$ cat config.mk
export PLATFORM = sky130hd
export DESIGN_NAME = slw_cell
export DESIGN_NICKNAME = d
export VERILOG_FILES = /design/src/design/sensor_liveness_watchdog_macros.svh /design/src/design/slw_pkg.sv /design/src/design/slw_cell.sv
export SDC_FILE = /design/constraint.sdc
export NUM_CORES = 1
export LEC_CHECK = 0
export ABC_CLOCK_PERIOD_IN_PS = 4300
export BUFFER_PORTS_ARGS = -buffer_cell sky130_fd_sc_hd__buf_2
export CORE_ASPECT_RATIO = 1.5
export CORE_MARGIN = 1.5
export CORE_UTILIZATION = 51
export DETAILED_ROUTE_END_ITERATION = 8
export PLACE_DENSITY = 0.8
export RECOVER_POWER = 50
export SLEW_MARGIN = 20
export SYNTH_ARGS = -nofsm -noshare
export SYNTH_HDL_FRONTEND = slang
export SYNTH_SLANG_ARGS = --single-unit
export TNS_END_PERCENT = 50
$ cat constraint.sdc
create_clock -name aclk -period 4.3 [get_ports aclk]
set_input_delay 0.645 -clock aclk [delete_from_list [all_inputs] [get_ports aclk]]
set_output_delay 0.645 -clock aclk [all_outputs]
set_load 0.02 [all_outputs]
$ cat src/design/sensor_liveness_watchdog_macros.svh
// assertion macros for the sensor liveness watchdog
`ifndef SENSOR_LIVENESS_WATCHDOG_MACROS_SVH
`define SENSOR_LIVENESS_WATCHDOG_MACROS_SVH

// same-cycle implication, disabled while in reset
`define SLW_ASSERT_IMPL(label, clk, rstn, ante, cons) \
    label: assert property (@(posedge clk) disable iff (!(rstn)) (ante) |-> (cons)) \
        else $error("sensor liveness watchdog: assertion failed");

// next-cycle implication, disabled while in reset
`define SLW_ASSERT_NEXT(label, clk, rstn, ante, cons) \
    label: assert property (@(posedge clk) disable iff (!(rstn)) (ante) |=> (cons)) \
        else $error("sensor liveness watchdog: assertion failed");

`endif

$ cat src/design/slw_pkg.sv
// shared types and constants of the sensor liveness watchdog
`timescale 1ns / 1ps

package slw_pkg;

    localparam int ENTRIES_DEF    = 10;
    localparam int TIME_WIDTH_DEF = 32;

    localparam int KEY_W     = 64;
    localparam int CFG_TIME_W = 31;
    localparam int TRIES_W   = 4;
    localparam int APB_AW    = 4;
    localparam int APB_DW    = 32;

    localparam logic [CFG_TIME_W-1:0] TIMEOUT_RST  = 31'd8000;
    localparam logic [CFG_TIME_W-1:0] INTERVAL_RST = 31'd30000;
    localparam logic [TRIES_W-1:0]    TRIES_RST    = 4'd3;

    typedef enum logic [2:0] {
        OP_TICK   = 3'd0,
        OP_ALIVE  = 3'd1,
        OP_LOST   = 3'd2,
        OP_BEGIN  = 3'd3,
        OP_KEEP   = 3'd4,
        OP_END    = 3'd5,
        OP_QUERY  = 3'd6
    } opcode_t;

    typedef enum logic [2:0] {
        ACT_DONE    = 3'd0,
        ACT_RECOVER = 3'd1,
        ACT_NUDGE   = 3'd2,
        ACT_DEAD    = 3'd3,
        ACT_REVIVED = 3'd4,
        ACT_DROPPED = 3'd5
    } action_t;

    typedef enum logic [1:0] {
        MODE_ONLINE  = 2'd0,
        MODE_RECOVER = 2'd1,
        MODE_DEAD    = 2'd2
    } mode_t;

    typedef enum logic [1:0] {
        REG_TIMEOUT  = 2'd0,
        REG_INTERVAL = 2'd1,
        REG_TRIES    = 2'd2
    } reg_idx_t;

    // broadcast from the sequencer to every cell
    typedef struct packed {
        logic    eval;
        logic    apply;
        logic    shift;
        opcode_t op;
        logic    known;
        logic    any_match;
    } cell_ctl_t;

    // lookup carries, rippling from cell 0 upward
    typedef struct packed {
        logic free_seen;
        logic match_seen;
        logic dead_seen;
    } chain_t;

    // per-cell record, shifted toward cell 0 during the drain
    typedef struct packed {
        logic                ev;
        action_t             action;
        logic [KEY_W-1:0]    key;
        logic [TRIES_W-1:0]  attempt;
        logic                used;
        logic                online;
    } rec_t;

endpackage

$ cat src/design/slw_cell.sv
// one table entry of the watchdog with its lookup carries and drain stage
`timescale 1ns / 1ps

module slw_cell import slw_pkg::*; #(
    parameter int TIME_WIDTH = TIME_WIDTH_DEF
) (
    input  logic                  aclk,
    input  logic                  aresetn,
    input  cell_ctl_t             ctl,
    input  logic [KEY_W-1:0]      key_in,
    input  logic [TIME_WIDTH-1:0] now_in,
    input  logic [CFG_TIME_W-1:0] cfg_timeout,
    input  logic [CFG_TIME_W-1:0] cfg_interval,
    input  logic [TRIES_W-1:0]    cfg_tries,
    input  chain_t                chain_in,
    output chain_t                chain_out,
    input  rec_t                  rec_in,
    output rec_t                  rec_out
);

    localparam int CW = (TIME_WIDTH > CFG_TIME_W) ? TIME_WIDTH : CFG_TIME_W;

    logic                  used_reg, used_next;
    logic                  seen_reg, seen_next;
    mode_t                 mode_reg, mode_next;
    logic [TRIES_W-1:0]    tries_reg, tries_next;
    logic [TIME_WIDTH-1:0] due_reg, due_next;
    logic [TIME_WIDTH-1:0] last_reg, last_next;
    logic                  kept_reg, kept_next;
    logic [KEY_W-1:0]      key_reg, key_next;
    rec_t                  rec_reg, rec_next;

    logic                  match_reg, free_reg, tmo_reg, rty_reg;
    logic                  match, first_free, tmo, rty, sel;
    logic [TIME_WIDTH-1:0] d_alive, d_due;

    assign match      = used_reg && (key_reg == key_in);
    assign first_free = !used_reg && !chain_in.free_seen;

    assign chain_out.free_seen  = chain_in.free_seen | !used_reg;
    assign chain_out.match_seen = chain_in.match_seen | match;
    assign chain_out.dead_seen  = chain_in.dead_seen | (match && mode_reg == MODE_DEAD);

    // wrap-safe differences: negative when the top bit is set
    assign d_alive = now_in - last_reg;
    assign d_due   = now_in - due_reg;
    assign tmo     = !d_alive[TIME_WIDTH-1] && (CW'(d_alive) > CW'(cfg_timeout));
    assign rty     = !d_due[TIME_WIDTH-1];

    assign sel = match_reg | (!ctl.any_match & free_reg);

    always_comb begin
        used_next  = used_reg;
        seen_next  = seen_reg;
        mode_next  = mode_reg;
        tries_next = tries_reg;
        due_next   = due_reg;
        last_next  = last_reg;
        kept_next  = kept_reg;
        key_next   = key_reg;
        rec_next.ev      = 1'b0;
        rec_next.action  = ACT_DONE;
        rec_next.attempt = '0;

        // a free slot claimed by alive, known lost or keep starts out fresh
        if (sel && !used_reg &&
            (ctl.op == OP_ALIVE || ctl.op == OP_KEEP || (ctl.op == OP_LOST && ctl.known))) begin
            used_next  = 1'b1;
            seen_next  = 1'b0;
            key_next   = key_in;
            mode_next  = MODE_ONLINE;
            tries_next = '0;
            due_next   = '0;
            last_next  = '0;
        end

        unique case (ctl.op)
            OP_ALIVE: begin
                if (sel) begin
                    seen_next = 1'b1;
                    last_next = now_in;
                    if (mode_next != MODE_ONLINE) begin
                        if (mode_next == MODE_DEAD) begin
                            rec_next.ev     = 1'b1;
                            rec_next.action = ACT_REVIVED;
                        end
                        mode_next  = MODE_ONLINE;
                        tries_next = '0;
                    end
                end
            end
            OP_LOST: begin
                if (sel && ctl.known && mode_next == MODE_ONLINE) begin
                    mode_next       = MODE_RECOVER;
                    tries_next      = cfg_tries;
                    due_next        = now_in;
                    rec_next.ev     = 1'b1;
                    rec_next.action = ACT_RECOVER;
                end
            end
            OP_KEEP: begin
                if (sel) begin
                    if (!seen_next) begin
                        seen_next = 1'b1;
                        last_next = now_in;
                    end
                    kept_next = 1'b1;
                end
            end
            OP_BEGIN: begin
                kept_next = 1'b0;
            end
            OP_END: begin
                if (used_reg && !kept_reg) begin
                    used_next       = 1'b0;
                    seen_next       = 1'b0;
                    rec_next.ev     = 1'b1;
                    rec_next.action = ACT_DROPPED;
                end
            end
            OP_TICK: begin
                if (used_reg) begin
                    if (mode_reg == MODE_ONLINE && seen_reg && tmo_reg) begin
                        mode_next       = MODE_RECOVER;
                        tries_next      = cfg_tries;
                        due_next        = now_in;
                        rec_next.ev     = 1'b1;
                        rec_next.action = ACT_RECOVER;
                    end else if (mode_reg == MODE_RECOVER && rty_reg) begin
                        rec_next.ev = 1'b1;
                        if (tries_reg != '0) begin
                            tries_next       = tries_reg - 1'b1;
                            due_next         = now_in + TIME_WIDTH'(cfg_interval);
                            rec_next.action  = ACT_NUDGE;
                            rec_next.attempt = cfg_tries - tries_next;
                        end else begin
                            mode_next       = MODE_DEAD;
                            rec_next.action = ACT_DEAD;
                        end
                    end
                end
            end
            default: begin
            end
        endcase

        rec_next.key    = key_next;
        rec_next.used   = used_next;
        rec_next.online = (mode_next == MODE_ONLINE);
    end

    always_ff @(posedge aclk) begin
        if (!aresetn) begin
            used_reg  <= 1'b0;
            seen_reg  <= 1'b0;
            mode_reg  <= MODE_ONLINE;
            tries_reg <= '0;
            due_reg   <= '0;
            last_reg  <= '0;
            kept_reg  <= 1'b0;
            match_reg <= 1'b0;
            free_reg  <= 1'b0;
            tmo_reg   <= 1'b0;
            rty_reg   <= 1'b0;
        end else begin
            if (ctl.eval) begin
                match_reg <= match;
                free_reg  <= first_free;
                tmo_reg   <= tmo;
                rty_reg   <= rty;
            end
            if (ctl.apply) begin
                used_reg  <= used_next;
                seen_reg  <= seen_next;
                mode_reg  <= mode_next;
                tries_reg <= tries_next;
                due_reg   <= due_next;
                last_reg  <= last_next;
                kept_reg  <= kept_next;
            end
        end
    end

    always_ff @(posedge aclk) begin
        if (ctl.apply) begin
            key_reg <= key_next;
            rec_reg <= rec_next;
        end else if (ctl.shift) begin
            rec_reg <= rec_in;
        end
    end

    assign rec_out = rec_reg;

endmodule

======== Word level (Yosys, flattened, before mapping) ========
Index checks and enable logic that the tools add are counted.
storage, ports and cells
  bits in registers ....................... 215
  input port bits ......................... 249
  output and inout bits ................... 77
operators by class
  $add $sub $neg .......................... 5
  $lt $le $gt $ge ......................... 1
  eq/ne operators ......................... 10
  multiplexer cells ....................... 57
  bitwise operators ....................... 5
  reduce and logical (&&, ||, !) cells .... 31
operators by type and width
  operator                                                                count
  32-bit two-way mux                                                      10
  74-bit two-way mux                                                      2
  32-bit case mux with 2 select lines                                     2
  4-bit two-way mux                                                       21
  64-bit equality test                                                    1
  64-bit two-way mux                                                      1
  32-bit subtractor                                                       2
  32-bit by 31-bit adder with 32-bit output                               1
  32-bit by 31-bit greater-than comparator with 1-bit output              1
  2-bit two-way mux                                                       8
  4-bit case mux with 4 select lines                                      1
  1-bit logical AND                                                       13
  4-bit case mux with 3 select lines                                      1
  1-bit two-way mux                                                       8
  3-bit by 2-bit equality test with 1-bit output (second input constant)  2
  3-bit equality test (second input constant)                             2
  1-bit zero test                                                         6
  2-bit zero test                                                         3
  2-bit case mux with 3 select lines                                      1
  2-bit nonzero test                                                      3
  2-bit equality test (second input constant)                             2
  1-bit bitwise OR                                                        4
  1-bit case mux with 2 select lines                                      2
  4-bit nonzero test                                                      1
  other kinds (10)                                                        11

======== Longest topological paths before layout ========
Gate-level depths: netlist of run 1.
  depth in word-level cells ............... 13
  gate-level depth with buffers ........... 22

======== Worst setup path before layout of run 1 ========
Ideal clock, no wire load.
  path kind ............................... input to register
  start ................................... input port now_in[10]
  end ..................................... register tmo_reg
  setup time .............................. 122 ps
  arrival ................................. 3930 ps
  data required time ...................... 4178 ps
  setup slack ............................. 248 ps
  stages on the path ...................... 18
  cells stage by stage .................... ha_1 -> a21o_1 -> a21o_1 -> a2111oi_0 -> o21ai_0 -> nand2_1 -> nor3_1 -> a41oi_1 -> o21ai_0 -> xor2_1 -> ha_1 -> a21o_1 -> a21o_1 -> a21oi_1 -> o211ai_1 -> a2111oi_0 -> a311oi_1 -> o2bb2ai_1
on the way
  word-level cells in the longest chain between the ends .. 3
ends and longest elaborated chain
  what                                                                                                  RTL line         RTL
  start, declared                                                                                       slw_cell.sv:11   input logic [TIME_WIDTH-1:0] now_in,
  32-bit subtractor (*)                                                                                 slw_cell.sv:45   assign d_alive = now_in - last_reg;
  32-bit by 31-bit greater-than comparator with 1-bit output / 1-bit zero test (equally long branches)  slw_cell.sv:47   assign tmo = !d_alive[TIME_WIDTH-1] && (CW'(d_alive) > CW'(cfg_timeout));
  1-bit logical AND (*)                                                                                 slw_cell.sv:47
  end signal, assigned                                                                                  slw_cell.sv:169  tmo_reg <= tmo;
  end, declared                                                                                         slw_cell.sv:33   logic match_reg, free_reg, tmo_reg, rty_reg;
Every way passes the cells marked *; elsewhere a longest branch is shown, timed or not.
A chain may end at the register's enable or synchronous reset.

======== Worst setup path in the final report of run 1 ========
  start ................................... register last_reg[0]
  end ..................................... register tmo_reg
on the way
  word-level cells in the longest chain between the ends .. 3
ends and longest elaborated chain
  what                                                                                                  RTL line         RTL
  start, declared                                                                                       slw_cell.sv:28   logic [TIME_WIDTH-1:0] last_reg, last_next;
  start signal, assigned                                                                                slw_cell.sv:178  last_reg <= last_next;
  32-bit subtractor (*)                                                                                 slw_cell.sv:45
  32-bit by 31-bit greater-than comparator with 1-bit output / 1-bit zero test (equally long branches)  slw_cell.sv:47
  1-bit logical AND (*)                                                                                 slw_cell.sv:47
Marks and branches as above.

==> reports/metrics.cfg, run 1 <==
[placement]
place_area_um2 = 18400
hpwl_um = 39400
gp_congestion = 0.958
io_buffers = 325

[power]
internal-power_mw = 4.12
power_mw = 5.93
sw_frac_of_total = 0.305
power_leakage_nw = 8.17
power_density_nw_per_um2 = 310
pwr-share-comb = 0.235
p_seq_frac = 0.403
p_sw_mw = 1.81
ir_worst_vdd_mv = 0.286
clkPwrFrac = 0.362

[logic_synthesis]
yosysTopAreaCell = edfxtp_1
avgSynthCellArea_um2 = 8.20
synth_cells = 1936
ys_warn_count = 0
ys.flop_type = edfxtp_1
synth_edf_count = 138
synth.distinct_cells = 90
yosysSeqAreaShare = 0.358
synth_top_area_share = 0.261
synthesis.area_um2 = 15900
async_flop_share = 0
ys_ff_latch = 215
synth.most_common_cell = nor2_1
synth.cells.most_frequent = 300 x nor2_1, 252 x nand2_1, 150 x a21oi_1
synth_area_leaders = edfxtp_1 26%, ha_1 10%, dfxtp_1 9.7%
synthesis.nets = 2315

[global_route]
grt_pass1_vias = 15577
grt_pass1_wl_um = 79600
grt.total_usage = 0.311
grt_remaining_overflow = 0
grt_max_degree = 125
antenna_found_initial = 1

[cells_and_area]
fill_cells = 2705
drive_above_1_share = 0.181
largest_register_ff_count = 74
design_area_um2 = 19100
finish.utilization = 0.628
fin_nets = 2673
area_growth_pct = 20.5

[clock_tree]
root_buffer = clkbuf_16
cts_tree = yes
path_clk_slew_ns = 0.07
cts_resized = 0
cts_buffers = 23
cts_setup_buffers = 0
clock_latency_ns = 0.54
htreeDepth = 1
cts.sinks = 215
cts_hold_buf = 0
clockBufferDepth = 3

[setup_path]
path_max_fanout = 2
crit_path_end_kind = flop
rr_endpoint = tmo_reg
crit_chain = ha_1 -> inv_1 -> fa_1 -> a211oi_2 -> o211ai_1 -> nand3_1 -> buf_4 -> nand2_1 -> nand2_1 -> nand2b_1 -> a21oi_1 -> xnor2_1 -> ha_1 -> a21o_1 -> a21o_1 -> a21oi_1 -> nor2_1 -> a211oi_1 -> o211ai_1 -> a2111oi_2 -> a311oi_1 -> o2bb2ai_1
max_stage_delay_ns = 0.41
arrival_ns = 4.47
critPathRequiredTime_ns = 4.72
critical_path.slowest_cell = fa_1
start_kind = flop
r2r_cells = 22
worstReg2RegStart = last_reg[0]
r2r_setup_slack_ns = 0.25
critPathKind = reg2reg

[timing]
fmax_ghz = 0.247
finClkSkew_ns = 0.0180
period_needed_ns = 4.05
hold_violations = 0
setup_violations = 0
drv_slew = 187
worstMarginPinSlew_ns = 2.78
max_slew_margin = -0.853
fin_crit_sh = 0.942

[floorplanning]
pin_count = 326
die_y_um = 219
coreArea_um2 = 30400
dieArea_um2 = 32200
num_rows = 78
die_w_um = 147
initial_core_util = 0.521

[route]
antenna_left = 0
dr.pass1.iters = 7
via_per_inst = 5.87
first_iter_violations = 1107
wl_per_cell_um = 19.1
finalWirelength_um = 51800
vias = 15941
drcViolationCount = 0

[worst_hold_path]
hold_end = rec_out[3]
min_path_type = in2reg
whs_path_depth = 3
holdCritStartpoint = rec_in[3]

[run_status]
status = finished with violations
violations = capacitance limit, slew limit

[run]
cap_violations = 2

metal layers:
| layer | vias to the layer above | track usage | wire [um] |
|---|---|---|---|
| met2 | 700 | 0.570 | 26200 |
| li1 | 7645 | - | - |
| met5 | - | 0 | 13 |
| met1 | 7443 | 0.344 | 19200 |
| met4 | 2 | 0.185 | 2970 |
| met3 | 151 | 0.0364 | 3480 |
worst max-delay path by stage:
| stage | startpoint | endpoint | slack [ns] | depth (start not counted) |
|---|---|---|---|---|
| after floorplan | now_in[10] | tmo_reg | 0.25 | 18 |
| after global placement | now_in[0] | tmo_reg | -0.36 | 22 |
| after detailed placement | now_in[0] | tmo_reg | -0.43 | 21 |
| after CTS | last_reg[1] | tmo_reg | 0.007 | 19 |
| after global routing | last_reg[0] | tmo_reg | -0.02 | 22 |
| final | last_reg[0] | tmo_reg | 0.25 | 22 |
layout make-up:
cell class | count | area, um^2 | area share
Timing Repair Buffer | 418 | 2220 | 0.116
Clock buffer | 24 | 579 | 0.0303
Inverter | 139 | 523 | 0.0274
Sequential cell | 215 | 5690 | 0.297
Multi-Input combinational cell | 1497 | 9370 | 0.490
Antenna cell | 3 | 7.51 | 0.000393
Tap cell | 400 | 500 | 0.0262
Clock inverter | 18 | 229 | 0.0120
worst max-delay path, delay by kind of cell, from the launching register on:
| kind | cells | cell delay [ns] |
|---|---|---|
| adders and majority gates | 3 | 0.79 |
| xor gates and xnor gates | 1 | 0.10 |
| AOI/OAI and AO/OA | 11 | 2.10 |
| DFF | 1 | 0.35 |
| and+or+nand+nor | 5 | 0.41 |
| buffers and inverters | 2 | 0.19 |
logic make-up (layout without fill, tap and decap cells):
| family | after synthesis | in the layout | synth area share |
|---|---|---|---|
| other | 0 | 3 | 0 |
| and+or+nand+nor | 710 | 710 | 0.193 |
| buffers and inverters | 224 | 599 | 0.0546 |
| xor gates and xnor gates | 99 | 99 | 0.0546 |
| DFF | 215 | 215 | 0.358 |
| adders and majority gates | 130 | 130 | 0.104 |
| AOI/OAI and AO/OA | 547 | 547 | 0.229 |
| muxes | 11 | 11 | 0.00702 |
placed cells by master (no fill, tap or decap), types with 21 or more instances in the layout:
| cell type | instances |
|---|---|
| clkbuf_16 | 23 |
| a2bb2oi_1 | 28 |
| nor3_1 | 32 |
| a21o_1 | 50 |
| a21oi_1 | 150 |
| nand2_1 | 252 |
| buf_4 | 88 |
| nor2_1 | 299 |
| o21ai_0 | 115 |
| nand3_1 | 21 |
| dfxtp_1 | 77 |
| buf_2 | 250 |
| nand4_1 | 21 |
| inv_1 | 137 |
| xnor2_1 | 52 |
| edfxtp_1 | 138 |
| ha_1 | 127 |
| clkbuf_1 | 78 |
| xor2_1 | 47 |
through the flow:
step	cells	setup TNS (ns)	setup WS (ns)	hold slack [ns]
after floorplan	1936	0	0.248	0.445
after global placement	2669	-0.356	-0.356	0.453
after detailed placement	2669	-0.432	-0.432	0.465
after CTS	2711	0	0.00688	0.380
after global routing	2711	-0.0196	-0.0196	0.380
final	2714	0	0.249	0.398
power by group through the flow:
stage | clock [mW] | combinational, mW | sequential (mW)
3_5_place_dp | 0 | 1.39 | 2.43
5_1_grt | 2.26 | 1.53 | 2.40
4_1_cts | 2.18 | 1.40 | 2.38
6_report | 2.15 | 1.40 | 2.39
3_3_place_gp | 0 | 1.36 | 2.42
2_1_floorplan | 0 | 0.761 | 2.51
No activity file was read; power rests on OpenSTA's default activity.
==> inputs of run 2 (changes only) <==
==> constraint.sdc (replaced) <==
create_clock -name aclk -period 4.3 [get_ports aclk]
set_input_delay 0.86 -clock aclk [delete_from_list [all_inputs] [get_ports aclk]]
set_output_delay 0.86 -clock aclk [all_outputs]
set_load 0.02 [all_outputs]
==> reports/metrics.cfg, run 2 (same netlist as run 1, synthesis figures left out) <==
[global_route]
antenna_found_initial = 7  ; +6
grt_max_degree = 151  ; +21%
grt_pass1_vias = 15876  ; +1.9%
grt_remaining_overflow = 0  ; unchanged
grt.total_usage = 0.316  ; +0.00511
grt_pass1_wl_um = 81000  ; +1.7%

[floorplanning]
initial_core_util = 0.521  ; unchanged
dieArea_um2 = 32200  ; unchanged
pin_count = 326  ; unchanged
die_y_um = 219  ; unchanged
die_w_um = 147  ; unchanged
num_rows = 78  ; unchanged
coreArea_um2 = 30400  ; unchanged

[route]
finalWirelength_um = 52300  ; +0.96%
vias = 16159  ; +1.4%
dr.pass1.iters = 6  ; -1
wl_per_cell_um = 19.1  ; about the same
first_iter_violations = 1118  ; +0.99%
antenna_left = 0  ; unchanged
drcViolationCount = 0  ; unchanged
via_per_inst = 5.90  ; +0.41%

[setup_path]
path_max_fanout = 4  ; +2
worstReg2RegStart = last_reg[10]
rr_endpoint = tmo_reg
crit_path_end_kind = flop
critPathRequiredTime_ns = 4.76  ; +0.04 ns
r2r_cells = 20  ; -9.1%
start_kind = input port
r2r_setup_slack_ns = 0.37  ; +0.12 ns
arrival_ns = 4.54  ; +0.07 ns
critPathKind = in2reg

[power]
power_density_nw_per_um2 = 303  ; -2.4%
power_mw = 5.84  ; -1.5%
power_leakage_nw = 8.26  ; +1.1%
ir_worst_vdd_mv = 0.254  ; -11%

[timing]
max_slew_margin = -1.19  ; -0.339
period_needed_ns = 4.08  ; +0.0269 ns
hold_violations = 0  ; unchanged
fin_crit_sh = 0.948  ; +0.00626
setup_violations = 0  ; unchanged
fmax_ghz = 0.245  ; -0.66%
worstMarginPinSlew_ns = 3.29  ; +0.508 ns
rsz0062_at_grt = false
drv_slew = 226  ; +21%
finClkSkew_ns = 0.0184  ; +0.000462 ns

[worst_hold_path]
min_path_type = reg2reg
holdCritStartpoint = due_reg[0]
hold_end = due_reg[0]
whs_path_depth = 2  ; -1

[cells_and_area]
drive_above_1_share = 0.189  ; +0.00780
mostFrequentLayoutCell = nor2_1
final_cell_mix = 299 x nor2_1, 252 x nand2_1, 250 x buf_2
finish.utilization = 0.634  ; +0.00575
largest_register_ff_count = 74  ; unchanged
fin_nets = 2695  ; +0.82%
design_area_um2 = 19300  ; +0.92%
area_growth_pct = 21.6

[clock_tree]
cts_hold_buf = 0  ; unchanged
cts.sinks = 215  ; unchanged
clockBufferDepth = 3  ; unchanged
path_clk_slew_ns = 0.07  ; about the same
htreeDepth = 1  ; unchanged
cts_buffers = 22  ; -4.3%
clock_latency_ns = 0.53  ; about the same
root_buffer = clkbuf_16
cts_tree = yes

[placement]
gp_congestion = 0.924  ; -3.6%
io_buffers = 325  ; unchanged
hpwl_um = 39600  ; +0.59%
place_area_um2 = 18600  ; +0.94%

[run_status]
status = finished with violations
violations = capacitance limit, slew limit

[run]
cap_violations = 3  ; +1

-- run 2: changes by cell type in the layout (fill, tap and decap cells not counted), moves of 2 or more --
cell and change:
buf_4 +26, diode_2 +5, clkbuf_1 +3, clkinv_2 -3
inv_6 -3, a21oi_1 -2, a21oi_2 +2, clkinvlp_4 -2
-- run 2: how the worst max path moves through the flow --
stage / from / end / slack [ns] / cells past startpoint
after global routing: now_in[0] / tmo_reg / 0.007 / 22
after CTS: now_in[0] / tmo_reg / 0.06 / 21
after detailed placement: now_in[0] / tmo_reg / -0.82 / 22
final: now_in[0] / tmo_reg / 0.22 / 22
after floorplan: now_in[10] / tmo_reg / 0.03 / 18
after global placement: now_in[0] / tmo_reg / -0.75 / 22
-- run 2: routing by layer --
metal | part of all wire | routed length (um) | track usage | vias up
met4 | 0.054 | 2810 | 0.188 | 2
met3 | 0.076 | 3990 | 0.0426 | 151
li1 | - | - | - | 7699
met2 | 0.50 | 26400 | 0.579 | 761
met5 | 0.00013 | 7 | 0 | -
met1 | 0.37 | 19100 | 0.346 | 7546
-- run 2: cell type report --
type / count / area (um^2)
Multi-Input combinational cell: 1497 / 9400
Clock inverter: 9 / 126
Inverter: 139 / 523
Timing Repair Buffer: 441 / 2420
Antenna cell: 8 / 20.0
Tap cell: 400 / 500
Sequential cell: 215 / 5690
Fill cell: 2709 / 11200
Clock buffer: 31 / 616
-- run 2: where the power goes --
part	internal, mW	switching (mW)	leakage [nW]
Clock	1.18	0.845	0.347
Sequential	2.34	0.0527	2.00
Combinational	0.565	0.858	5.92
-- run 2: metrics by stage --
| step | TNS [ns] | hold WS (ns) | setup slack, ns | cells |
|---|---|---|---|---|
| after CTS | 0 | 0.479 | 0.0569 | 2732 |
| after detailed placement | -0.817 | 0.472 | -0.817 | 2692 |
| after global routing | 0 | 0.512 | 0.00678 | 2735 |
| final | 0 | 0.474 | 0.222 | 2740 |
| after global placement | -0.754 | 0.454 | -0.754 | 2692 |
| after floorplan | 0 | 0.445 | 0.0327 | 1936 |
-- run 2: worst max-delay path, cell delays in order --
cell and delay (ns):
buf_2 0.09, inv_1 0.05, ha_2 0.19, inv_1 0.07, fa_2 0.21, a211oi_2 0.08
o211ai_1 0.22, nand3_2 0.15, o31ai_4 0.35, buf_4 0.18, nand2_1 0.06, a211oi_2 0.31
a21o_1 0.16, a21oi_1 0.07, xnor2_1 0.15, ha_1 0.29, nand2_1 0.08, nor4_2 0.32
a32o_1 0.23, a2111oi_2 0.06, a311oi_1 0.22, o2bb2ai_1 0.14
-- run 2: timing repair --
item / in CTS / in global routing
hold endpoints to repair: 0 / 0
endpoints found under the setup margin: 1 / 1
gates resized for setup: 6 / 12
pin swaps: 0 / 5
setup buffers: 0 / 0
